`config.mk`:
```
export PLATFORM = sky130hd
export DESIGN_NAME = telnet_option_negotiator_core
export DESIGN_NICKNAME = d
export VERILOG_FILES = /design/src/design/ton_pkg.sv /design/src/design/telnet_option_negotiator_core.sv /design/src/design/ton_front.sv /design/src/design/ton_job_queue.sv /design/src/design/ton_back.sv
export SDC_FILE = /design/constraint.sdc
export NUM_CORES = 1
export LEC_CHECK = 0
export BUFFER_PORTS_ARGS = -buffer_cell sky130_fd_sc_hd__clkbuf_2
export CAP_MARGIN = 20
export CORE_UTILIZATION = 35
export DETAILED_ROUTE_END_ITERATION = 8
export PLACE_DENSITY = 0.51
export REMOVE_ABC_BUFFERS = 1
export SYNTH_ARGS = -nofsm -noshare
export SYNTH_HDL_FRONTEND = slang
export SYNTH_SLANG_ARGS = --single-unit
```
`constraint.sdc`:
```
create_clock -name clock -period 10.45 [get_ports clock]
set_input_delay 2.09 -clock clock [delete_from_list [all_inputs] [get_ports clock]]
set_output_delay 2.09 -clock clock [all_outputs]
set_load 0.03 [all_outputs]
```
`src/design/ton_pkg.sv`:
```
// ----------------------------------------------------------------------------
// Telnet option negotiator package
// Shared byte codes, action codes, parser phases and the job descriptor that
// the front end hands to the back end.
// ----------------------------------------------------------------------------
package ton_pkg;

   localparam logic [1:0] ACT_START = 2'd0;
   localparam logic [1:0] ACT_NET   = 2'd1;
   localparam logic [1:0] ACT_KBD   = 2'd2;

   localparam logic [7:0] B_IAC  = 8'd255;
   localparam logic [7:0] B_WILL = 8'd251;
   localparam logic [7:0] B_WONT = 8'd252;
   localparam logic [7:0] B_DO   = 8'd253;
   localparam logic [7:0] B_DONT = 8'd254;
   localparam logic [7:0] B_CR   = 8'd13;
   localparam logic [7:0] B_LF   = 8'd10;
   localparam logic [7:0] OPT_ECHO = 8'd1;
   localparam logic [7:0] OPT_SGA  = 8'd3;

   localparam logic [7:0] TUNNEL_RESET = 8'd100;

   // Most bytes one input item can produce.
   localparam int unsigned MAX_BYTES = 6;

   typedef enum logic [2:0] {
      PH_NORMAL,
      PH_CR,
      PH_IAC,
      PH_WILL,
      PH_WONT,
      PH_DO,
      PH_DONT
   } phase_type;

   // One job: a run of bytes going the same way, emitted bytes[0] first.
   typedef struct packed {
      logic                            to_net;
      logic                            finished;
      logic [2:0]                      count;
      logic [MAX_BYTES-1:0][7:0]       bytes;
   } job_type;

endpackage

```
`src/design/telnet_option_negotiator_core.sv`:
```
// ----------------------------------------------------------------------------
// Telnet option negotiator core
// Byte-level telnet engine: start requests, keyboard bytes and network bytes
// go in; bytes for the network peer or the terminal come out.
// ----------------------------------------------------------------------------
//
//   Channel   Ports                         Handshake
//   -------   ---------------------------   ----------------------------------
//   request   req_action, req_data_byte     beat when req_push && !req_full
//   response  rsp_to_network, rsp_out_byte, beat when rsp_pop && !rsp_empty
//             rsp_last, rsp_finished
//   csr       csr_tunnel_option             written when csr_write_en is high
//
// A request beat is parsed in the cycle it is accepted, so a new request can
// be taken every cycle while the job queue has room. Each request yields zero
// to six response beats; the back end emits one response beat per cycle while
// the response side keeps popping, so the sustained rate is set by that side.
// The first response byte passes through the job queue slot and then the
// result register before it can be popped.
// Reset is synchronous: the parser returns to normal text, the finished latch
// clears, the tunnel option becomes 100 and all queues empty.
// A stalled response side fills the job queue and then raises req_full.
//
module telnet_option_negotiator_core #(
   parameter int unsigned JOB_DEPTH = 4
) (
   input  logic       clock,
   input  logic       reset,
   input  logic       req_push,
   output logic       req_full,
   input  logic [1:0] req_action,
   input  logic [7:0] req_data_byte,
   output logic       rsp_empty,
   input  logic       rsp_pop,
   output logic       rsp_to_network,
   output logic [7:0] rsp_out_byte,
   output logic       rsp_last,
   output logic       rsp_finished,
   input  logic       csr_write_en,
   input  logic [7:0] csr_tunnel_option
);

   logic             req_accept;
   logic             front_valid;
   ton_pkg::job_type front_job;
   logic             head_valid;
   ton_pkg::job_type head_job;
   logic             head_pop;

   // A beat is taken whenever the job queue has a free slot; beats that
   // produce no bytes still pass through the parser to update its phase.
   assign req_accept = req_push && !req_full;

   ton_front u_front (
      .clock             (clock),
      .reset             (reset),
      .csr_write_en      (csr_write_en),
      .csr_tunnel_option (csr_tunnel_option),
      .accept            (req_accept),
      .action            (req_action),
      .data_byte         (req_data_byte),
      .job_valid         (front_valid),
      .job               (front_job)
   );

   // The queue decouples parsing from byte emission so that a multi-byte
   // reply does not hold up the next request.
   ton_job_queue #(
      .DEPTH (JOB_DEPTH)
   ) u_queue (
      .clock      (clock),
      .reset      (reset),
      .push       (front_valid),
      .push_job   (front_job),
      .full       (req_full),
      .pop        (head_pop),
      .head_valid (head_valid),
      .head_job   (head_job)
   );

   // The back end holds one finished response beat in its output register
   // and refills it in the same cycle the beat is popped.
   ton_back u_back (
      .clock          (clock),
      .reset          (reset),
      .job_valid      (head_valid),
      .job            (head_job),
      .job_pop        (head_pop),
      .rsp_pop        (rsp_pop),
      .rsp_empty      (rsp_empty),
      .rsp_to_network (rsp_to_network),
      .rsp_out_byte   (rsp_out_byte),
      .rsp_last       (rsp_last),
      .rsp_finished   (rsp_finished)
   );

endmodule

```
`src/design/ton_front.sv`:
```
// ----------------------------------------------------------------------------
// Telnet option negotiator front end
// Takes input beats, runs the network parser and builds one job per beat.
// ----------------------------------------------------------------------------
module ton_front (
   input  logic             clock,
   input  logic             reset,
   input  logic             csr_write_en,
   input  logic [7:0]       csr_tunnel_option,
   input  logic             accept,
   input  logic [1:0]       action,
   input  logic [7:0]       data_byte,
   output logic             job_valid,
   output ton_pkg::job_type job
);

   ton_pkg::phase_type phase_ff, phase_in;
   logic               done_ff, done_in;
   logic [7:0]         tunnel_ff;
   logic               is_net;

   assign is_net = (action == ton_pkg::ACT_NET) && !done_ff;

   always_ff @(posedge clock) begin
      if (reset) begin
         phase_ff  <= ton_pkg::PH_NORMAL;
         done_ff   <= 1'b0;
         tunnel_ff <= ton_pkg::TUNNEL_RESET;
      end else begin
         if (accept) begin
            phase_ff <= phase_in;
            done_ff  <= done_in;
         end
         if (csr_write_en) begin
            tunnel_ff <= csr_tunnel_option;
         end
      end
   end

   // Parser next phase; only network bytes move it.
   always_comb begin
      phase_in = phase_ff;
      if (is_net) begin
         unique case (phase_ff) inside
            ton_pkg::PH_NORMAL, ton_pkg::PH_CR: begin
               if (phase_ff == ton_pkg::PH_CR && data_byte == ton_pkg::B_LF) begin
                  phase_in = ton_pkg::PH_NORMAL;
               end else if (data_byte == ton_pkg::B_CR) begin
                  phase_in = ton_pkg::PH_CR;
               end else if (data_byte == ton_pkg::B_IAC) begin
                  phase_in = ton_pkg::PH_IAC;
               end else begin
                  phase_in = ton_pkg::PH_NORMAL;
               end
            end
            ton_pkg::PH_IAC: begin
               unique case (data_byte)
                  ton_pkg::B_WILL: phase_in = ton_pkg::PH_WILL;
                  ton_pkg::B_WONT: phase_in = ton_pkg::PH_WONT;
                  ton_pkg::B_DO:   phase_in = ton_pkg::PH_DO;
                  ton_pkg::B_DONT: phase_in = ton_pkg::PH_DONT;
                  default:         phase_in = ton_pkg::PH_NORMAL;
               endcase
            end
            default: phase_in = ton_pkg::PH_NORMAL;
         endcase
      end
   end

   // Job built from the beat and the current phase.
   always_comb begin
      job          = '0;
      done_in      = done_ff;
      job.bytes[0] = data_byte;
      if (!done_ff) begin
         unique case (action)
            ton_pkg::ACT_START: begin
               job.to_net = 1'b1;
               job.count  = 3'd6;
               job.bytes  = {ton_pkg::OPT_SGA, ton_pkg::B_DO, ton_pkg::B_IAC,
                             ton_pkg::OPT_ECHO, ton_pkg::B_DO, ton_pkg::B_IAC};
            end
            ton_pkg::ACT_KBD: begin
               job.to_net = 1'b1;
               if (data_byte == ton_pkg::B_LF) begin
                  job.count    = 3'd2;
                  job.bytes[0] = ton_pkg::B_CR;
                  job.bytes[1] = ton_pkg::B_LF;
               end else begin
                  job.count = 3'd1;
               end
            end
            ton_pkg::ACT_NET: begin
               unique case (phase_ff)
                  ton_pkg::PH_NORMAL: begin
                     if (data_byte != ton_pkg::B_CR && data_byte != ton_pkg::B_IAC) begin
                        job.count = 3'd1;
                     end
                  end
                  ton_pkg::PH_CR: begin
                     job.bytes[0] = ton_pkg::B_CR;
                     if (data_byte == ton_pkg::B_LF) begin
                        job.count    = 3'd1;
                        job.bytes[0] = ton_pkg::B_LF;
                     end else if (data_byte == ton_pkg::B_CR ||
                                  data_byte == ton_pkg::B_IAC) begin
                        job.count = 3'd1;
                     end else begin
                        job.count    = 3'd2;
                        job.bytes[1] = data_byte;
                     end
                  end
                  ton_pkg::PH_IAC: begin
                     if (data_byte == ton_pkg::B_IAC) begin
                        job.count = 3'd1;
                     end
                  end
                  ton_pkg::PH_WILL: begin
                     job.to_net   = 1'b1;
                     job.bytes[0] = ton_pkg::B_IAC;
                     job.bytes[2] = data_byte;
                     if (data_byte == tunnel_ff) begin
                        job.count    = 3'd3;
                        job.bytes[1] = ton_pkg::B_DO;
                        job.finished = 1'b1;
                        done_in      = 1'b1;
                     end else if (data_byte != ton_pkg::OPT_ECHO &&
                                  data_byte != ton_pkg::OPT_SGA) begin
                        job.count    = 3'd3;
                        job.bytes[1] = ton_pkg::B_DONT;
                     end
                  end
                  ton_pkg::PH_WONT: begin
                     job.to_net   = 1'b1;
                     job.bytes[0] = ton_pkg::B_IAC;
                     job.bytes[1] = ton_pkg::B_DO;
                     job.bytes[2] = data_byte;
                     if (data_byte == ton_pkg::OPT_ECHO || data_byte == ton_pkg::OPT_SGA) begin
                        job.count = 3'd3;
                     end
                  end
                  ton_pkg::PH_DO: begin
                     job.to_net   = 1'b1;
                     job.bytes[0] = ton_pkg::B_IAC;
                     job.bytes[1] = ton_pkg::B_WONT;
                     job.bytes[2] = data_byte;
                     if (data_byte != ton_pkg::OPT_SGA) begin
                        job.count = 3'd3;
                     end
                  end
                  default: job.count = 3'd0;
               endcase
            end
            default: job.count = 3'd0;
         endcase
      end
   end

   // Beats that produce nothing are consumed here and never queued.
   assign job_valid = accept && (job.count != 3'd0);

endmodule

```
`src/design/ton_job_queue.sv`:
```
// ----------------------------------------------------------------------------
// Telnet option negotiator job queue
// Small register queue of jobs between the front end and the back end.
// ----------------------------------------------------------------------------
module ton_job_queue #(
   parameter int unsigned DEPTH = 4
) (
   input  logic             clock,
   input  logic             reset,
   input  logic             push,
   input  ton_pkg::job_type push_job,
   output logic             full,
   input  logic             pop,
   output logic             head_valid,
   output ton_pkg::job_type head_job
);

   localparam int unsigned PTR_W = (DEPTH > 1) ? $clog2(DEPTH) : 1;
   localparam int unsigned CNT_W = $clog2(DEPTH + 1);
   localparam logic [PTR_W-1:0] LAST_PTR = PTR_W'(DEPTH - 1);

   ton_pkg::job_type       slots_ff [DEPTH];
   logic [PTR_W-1:0]       wr_ptr_ff, rd_ptr_ff;
   logic [CNT_W-1:0]       count_ff;
   logic                   do_push, do_pop;

   assign full       = (count_ff == CNT_W'(DEPTH));
   assign head_valid = (count_ff != '0);
   assign head_job   = slots_ff[rd_ptr_ff];
   assign do_push    = push && !full;
   assign do_pop     = pop && head_valid;

   always_ff @(posedge clock) begin
      if (reset) begin
         wr_ptr_ff <= '0;
         rd_ptr_ff <= '0;
         count_ff  <= '0;
      end else begin
         if (do_push) begin
            wr_ptr_ff <= (wr_ptr_ff == LAST_PTR) ? '0 : wr_ptr_ff + 1'b1;
         end
         if (do_pop) begin
            rd_ptr_ff <= (rd_ptr_ff == LAST_PTR) ? '0 : rd_ptr_ff + 1'b1;
         end
         if (do_push && !do_pop) begin
            count_ff <= count_ff + 1'b1;
         end else if (do_pop && !do_push) begin
            count_ff <= count_ff - 1'b1;
         end
      end
   end

   always_ff @(posedge clock) begin
      if (do_push) begin
         slots_ff[wr_ptr_ff] <= push_job;
      end
   end

endmodule

```
`src/design/ton_back.sv`:
```
// ----------------------------------------------------------------------------
// Telnet option negotiator back end
// Walks the head job one byte per cycle into the result register while the response side keeps popping.
// ----------------------------------------------------------------------------
module ton_back (
   input  logic             clock,
   input  logic             reset,
   input  logic             job_valid,
   input  ton_pkg::job_type job,
   output logic             job_pop,
   input  logic             rsp_pop,
   output logic             rsp_empty,
   output logic             rsp_to_network,
   output logic [7:0]       rsp_out_byte,
   output logic             rsp_last,
   output logic             rsp_finished
);

   logic       valid_ff, valid_in;
   logic [2:0] idx_ff, idx_in;
   logic       load, last_beat;

   assign load      = job_valid && (!valid_ff || rsp_pop);
   assign last_beat = (idx_ff == job.count - 3'd1);
   assign job_pop   = load && last_beat;
   assign rsp_empty = !valid_ff;

   always_comb begin
      idx_in   = idx_ff;
      valid_in = valid_ff;
      if (load) begin
         valid_in = 1'b1;
         idx_in   = last_beat ? 3'd0 : idx_ff + 3'd1;
      end else if (rsp_pop) begin
         valid_in = 1'b0;
      end
   end

   always_ff @(posedge clock) begin
      if (reset) begin
         valid_ff <= 1'b0;
         idx_ff   <= 3'd0;
      end else begin
         valid_ff <= valid_in;
         idx_ff   <= idx_in;
      end
   end

   always_ff @(posedge clock) begin
      if (load) begin
         rsp_to_network <= job.to_net;
         rsp_out_byte   <= job.bytes[idx_ff];
         rsp_last       <= last_beat;
         rsp_finished   <= job.finished;
      end
   end

endmodule
```
After elaboration in Yosys (flattened, before gate mapping). Memory sizes are Yosys's and may differ from the RTL's. A register that Yosys moved wholly into a read port is not among the register bits. Cells that the tools add are included.

Bits in registers: 34. RAM bits: 212. Input bits: 23. Output and inout port bits: 13. Word-level logic and storage cells: 122. Memories: 1.

$add $sub $neg: 6. $lt $le $gt $ge: 1. Eq/ne operators: 25. Mux-type cells: 47. Reductions and logical operators: 30.

Memories: u_queue.slots_ff (words 4, width 53, read ports 1, clocked after memory_dff 1, write ports 1, line ton_job_queue.sv:22) `ton_pkg::job_type slots_ff [DEPTH];`.

Operators with widths (number): 16-bit case mux with 4 select lines (1); 53-bit two-way mux (1); 8-bit two-way mux (6); 16-bit case mux with 3 select lines (1); 8-bit equality test (second input constant) (5); 8-bit binary-select mux with 3-bit select (1); 2-bit two-way mux (12); 18-bit two-way mux (1); 3-bit two-way mux (6); 3-bit case mux with 6 select lines (1); 8-bit by 4-bit equality test with 1-bit output (second input constant) (2); 8-bit case mux with 2 select lines (1); 1-bit logical AND (12); 12-bit two-way mux (1); 3-bit case mux with 4 select lines (1); 1-bit two-way mux (11); 3-bit equality test (second input constant) (3); 3-bit case mux with 3 select lines (1); 8-bit by 1-bit equality test with 1-bit output (second input constant) (1); 8-bit by 2-bit equality test with 1-bit output (second input constant) (1); 8-bit equality test (1); 8-bit by 1-bit != test with 1-bit output (second input constant) (1); 8-bit by 2-bit != test with 1-bit output (second input constant) (1); 8-bit by 4-bit != test with 1-bit output (second input constant) (1); other kinds (21) (36).

Logic depth before layout (Yosys ltp).
Word-level depth: 14. Gate-level depth with buffers: 15. Mapped depth without buffers: 13.

Modules after synthesis. Synthesis repeated with hierarchy kept, for this count alone.

Cell total of the unflattened synthesis: 616. Area, all modules: 10601.4 sq um.

Modules (own cells, without submodules): ton_job_queue (instances 1, cells an instance 327, area each 8147.8 sq um, sequential area each 6546.3 sq um); ton_front (instances 1, cells an instance 208, area each 1472.7 sq um, sequential area each 240.2 sq um); ton_back (instances 1, cells an instance 80, area each 967.2 sq um, sequential area each 410.4 sq um); telnet_option_negotiator_core (instances 1, cells an instance 1, area each 13.8 sq um, sequential area each 0.0 sq um).

Least setup slack after synthesis. Ideal clock, no wire load.

Path type: in2reg. From: input req_data_byte[3]. To: memory u_queue.slots_ff[0][0] (netlist bit), enable pin. Setup time: 461 ps. Arrival: 5637 ps. Data required time: 9989 ps. Slack: 4352 ps. Stages: 6. Buffers on the path: 1. Cell sequence: buf_4 > nand4b_1 > or4_1 > a221oi_2 > nor4_4 > nor3b_1.

Cells in the longest elaborated chain, start to end: 12. Elaborated cells between the ends (all ways): 31. Those cells by class: eq/ne: 10; mux: 14; reduce/logical: 7.

RTL lines: start, declared (line telnet_option_negotiator_core.sv:32) `input logic [7:0] req_data_byte,`; 8-bit by 1-bit != test with 1-bit output (tied with other cells) (line ton_front.sv:127) `end else if (data_byte != ton_pkg::OPT_ECHO &&`; 1-bit logical AND / 1-bit logical OR (equally long branches) (line ton_front.sv:127, ton_front.sv:105); 2-bit two-way mux (on tied branches) (line ton_front.sv:127, ton_front.sv:105); 2-bit two-way mux (on tied branches) (line ton_front.sv:122, ton_front.sv:102); 3-bit case mux with 6 select lines (line ton_front.sv:94) `unique case (phase_ff)`; 3-bit case mux with 3 select lines * (line ton_front.sv:76) `unique case (action)`; 53-bit two-way mux * (line ton_front.sv:75) `if (!done_ff) begin`; 3-bit nonzero test * (line ton_front.sv:160) `assign job_valid = accept && (job.count != 3'd0);`; 1-bit logical AND * (line ton_front.sv:160); 1-bit logical AND * (line ton_job_queue.sv:30) `assign do_push = push && !full;`; 1-bit two-way mux * (line ton_job_queue.sv:54) `if (do_push) begin`; 1-bit two-way mux (implied by the code) * (line ton_job_queue.sv:55) `slots_ff[wr_ptr_ff] <= push_job;`; end, declared (line ton_job_queue.sv:22).

Mark *: on every way between the ends. The rest lies on a longest branch, timed or not.

Worst setup path in the final report.
From: input req_data_byte[1]. To: register u_queue.count_ff[2].

Cells in the longest elaborated chain, start to end: 13. Elaborated cells between the ends (all ways): 34. Those cells by class: eq/ne: 10; mux: 13; reduce/logical: 11.

RTL lines: 8-bit by 1-bit != test with 1-bit output (tied with other cells) (line ton_front.sv:127); 1-bit logical AND / 1-bit logical OR (equally long branches) (line ton_front.sv:127, ton_front.sv:105); 2-bit two-way mux (on tied branches) (line ton_front.sv:127, ton_front.sv:105); 2-bit two-way mux (on tied branches) (line ton_front.sv:122, ton_front.sv:102); 3-bit case mux with 6 select lines (line ton_front.sv:94); 3-bit case mux with 3 select lines * (line ton_front.sv:76); 53-bit two-way mux * (line ton_front.sv:75); 3-bit nonzero test * (line ton_front.sv:160); 1-bit logical AND * (line ton_front.sv:160); 1-bit logical AND * (line ton_job_queue.sv:30); via u_queue.do_push (line ton_job_queue.sv:25) `logic do_push, do_pop;`; 1-bit zero test (line ton_job_queue.sv:47) `end else if (do_pop && !do_push) begin`; 1-bit logical AND (line ton_job_queue.sv:47); 2-bit nonzero test (no source line); end signal, assigned (line ton_job_queue.sv:46) `count_ff <= count_ff + 1'b1;`; end signal, assigned (line ton_job_queue.sv:48) `count_ff <= count_ff - 1'b1;`; end, declared (line ton_job_queue.sv:24) `logic [CNT_W-1:0] count_ff;`.

The timed path passes the listed nets; every way through them passes the cells marked *. A chain may end at the register's enable or synchronous reset.

==> parameters.txt <==
Parameter                              Value

Die
  Vertical die dimension ... 145.3 um
  DIE AREA ... 21110 sq um
  Core area ... 20170 sq um
  Ports ... 36
  Effective utilization at floorplan ... 35.63%
  Site row count ... 52
  Die boundary width ... 145.3 um

CTS
  Number of CTS-inserted buffers ... 17
  Number of clock sinks ... 156
  TritonCTS clock tree ... yes
  CTS Hold Buffers Added ... 0
  Clock buffer depth ... 2
  Root buffer selected by CTS ... clkbuf_16
  Clock transition at path regs ... 60 ps
  Number of H-tree levels ... 4
  Worst skew pair latency ... 420 ps
  Number of setup buffers added after CTS ... 0
  Count of cells resized by post-cts repair ... 0

Finish
  Final standard cell count with taps included and fillers excluded ... 813
  Fill cell instance count of the final layout ... 1902
  Fraction of layout instances using a drive strength above 1 ... 24.31%
  Number of nets in the layout ... 563
  Layout-stage area growth over the synthesis result ... 13.58%
  Antenna fix cells ... 0

Logic synthesis
  Synthesized flop and latch total ... 156
  Most used DFF post-synth ... edfxtp_1
  Avg Inst Size Synth ... 14.40 sq um
  Most frequent cell after synthesis ... edfxtp_1
  Post-synthesis async set-or-reset flop share ... 0%
  Sequential share of the synthesized area ... 61.71%
  Number of distinct standard cells referenced by the synthesized netlist ... 69
  Cell taking the most area after synthesis ... edfxtp_1
  Cells after Synth ... 499
  Synth Warn # ... 0
  Post-synth EDFFs ... 131
  Netlist area before placement ... 7186 sq um
  Cell types with the largest area share after synthesis ... edfxtp_1, mux4_2, dfxtp_1
  Share of the synthesized area in the top cell type ... 54.74%
  Most instantiated cells after synthesis ... edfxtp_1, mux4_2, a21oi_1, nand2_1, nor2_1

Critical path
  Critical Path Source Type ... primary input
  Setup CP Type ... in -> reg
  Largest fanout on the critical path ... 15
  Start point of the critical path ... req_data_byte[1]
  Required time of the critical path ... 10810 ps
  Crit path capture type ... register
  Arrival time of data at the critical path endpoint ... 5180 ps
  Number of cells traversed by the worst register-to-register path ... 13
  Terminus of the critical flop-to-flop path ... u_queue.count_ff[2]
  Reg2Reg Setup Slack ... 6790 ps

STA
  Fin Hold WS ... 472.4 ps
  Worst clock skew ... 11.74 ps
  Unrepaired setup endpoints after global routing ... no
  Share of the clock period used by the worst path after layout ... 46.19%
  Final Max Slew Viols ... 0
  Clock period minus worst slack ... 4827 ps
  Highest achievable clock rate ... 0.2072 GHz
  Slew at the pin closest to its max-slew limit ... 867.9 ps
  Count of final setup violators ... 0
  Final worst setup slack ... 5623 ps
  Rel. slew slack ... 42.14%
  Fin. Hold Viols ... 0
  Summed negative setup slack over all endpoints ... 0 ps

Global route
  Final global-route overflow total ... 0
  Global-route wire length before repair ... 24430 um
  GRT met2 Usage ... 26.01%
  Via count of the first global-routing pass ... 4337
  Busiest layer in global routing ... met2
  GRT Util Overall ... 15.51%
  Largest net degree at the start of global routing ... 31
  Global routing met3 resource utilization ... 2.956%
  Initial antenna violation count ... 0
  Met1 routing resource usage after global routing ... 19.49%

Route
  Post-route DRC violation count ... 0
  Violation count after the first detailed-route iteration ... 218
  Routed WL ... 15180 um
  Final routed wire length divided by cell count ... 18.68 um
  Vias ... 4219
  Number of optimization iterations in the first detailed-route pass ... 5
  Via-per-instance ratio ... 5.189
  Antenna-violating nets left ... 0

Hold path
  Hold path start ... u_back.valid_ff
  Hold Path Class ... reg -> reg
  Instance count along the most critical hold path ... 2
  Hold endpoint ... u_back.valid_ff

Status
  Outcome ... finished, final reports clean

Power and ir drop
  Pwr dens ... 220.7 nW/um^2
  Leakage ... 2.732 nW
  Total power of the final layout ... 1.801 mW
  VDD IR max ... 0.0001034 V

Placed design
  Routability-driven placement congestion ratio ... 0.8857
  Port Buffer Count ... 35
  DP HPWL ... 10080 um
  # placed instances ... 782
  Placement-stage worst setup slack ... 5181 ps

Flow run
  Count of maximum capacitance violations ... 0
[through the flow]
| step | instance area [sq um] | utilization (%) |
|---|---|---|
| global placement | 7590 | 37.63 |
| finish | 8162 | 40.47 |
| floorplan | 6994 | - |
| global route | 8162 | 40.47 |
| detailed placement | 7590 | 37.63 |
| CTS | 8162 | 40.47 |
[cells by family after synthesis]
kind of cell | share of synthesized area (%)
XOR/XNOR | 2.072
multiplexers | 12.45
AO/OA/AOI/OAI | 7.732
buffers and inverters | 3.395
AND/OR/NAND/NOR | 10.97
adder cells (fa/ha/maj) | 1.672
flip-flops | 61.71
[layout by cell type (no fill, tap or decap), types with 4 or more instances in the layout]
| cell | instances |
|---|---|
| edfxtp_1 | 131 |
| nand4_1 | 6 |
| xor2_1 | 11 |
| nor3_1 | 13 |
| nand2b_1 | 11 |
| nand3_1 | 13 |
| clkbuf_16 | 17 |
| o21a_1 | 6 |
| buf_4 | 8 |
| inv_1 | 13 |
| or3_1 | 4 |
| mux2_2 | 7 |
| nor3b_2 | 4 |
| nand2_1 | 27 |
| mux4_2 | 30 |
| a21oi_1 | 27 |
| nor2_1 | 26 |
| nor4_1 | 5 |
| ha_1 | 8 |
| clkbuf_2 | 35 |
| and2_1 | 7 |
| mux2i_1 | 14 |
| o21ai_0 | 19 |
| dfxtp_1 | 23 |
| o31ai_1 | 4 |
| xnor2_1 | 6 |
[where the power goes]
group	switching, mW	internal (mW)
sequential	0.0308	0.768
combinational	0.242	0.165
clock	0.244	0.351
total	0.517	1.28
[area by class of cell]
cell class / instances / area [sq um] / share of cell area [%]
repair buffers: 43 / 235.2 / 2.882
flip-flops and latches: 156 / 4437 / 54.36
clock buffers: 17 / 425.4 / 5.212
inverters: 14 / 52.55 / 0.6439
multi-input cells: 299 / 2527 / 30.97
well taps: 270 / 337.8 / 4.139
clock inverters: 14 / 146.4 / 1.794
[worst max path at each step]
| stage | end | depth (start not counted) |
|---|---|---|
| floorplan | u_queue.slots_ff[0][0] | 5 |
| global placement | u_queue.count_ff[2] | 12 |
| detailed placement | u_queue.count_ff[2] | 12 |
| CTS | u_queue.count_ff[2] | 12 |
| global route | u_queue.count_ff[2] | 12 |
| finish | u_queue.count_ff[2] | 12 |
[flip-flops by register name, summed over array words and instances (netlist names), named ones only]
register	count
u_back.rsp_finished	1
u_back.valid_ff	1
u_front.phase_ff	3
u_back.idx_ff	3
u_back.rsp_to_network	1
u_queue.count_ff	3
u_back.rsp_last	1
u_queue.rd_ptr_ff	2
u_front.tunnel_ff	8
u_back.rsp_out_byte	8
u_queue.wr_ptr_ff	2
u_front.done_ff	1
u_queue.slots_ff	120
[worst max-delay path, cell delays in order]
cell and delay, ps:
clkbuf_2 290, inv_1 190, or4_1 590, a221oi_2 490, nor4_4 130, nor2_1 120, ha_1 180, inv_1 70
fa_1 420, xor2_1 160, or3_1 300, a21oi_1 150
[metal layers]
metal / up-vias / share of wire, %
li1: 2000 / -
met4: 0 / 1.2
met1: 2107 / 45
met2: 98 / 50
met3: 14 / 4.1
met5: - / 0
Power figures use the tool's default switching activity.
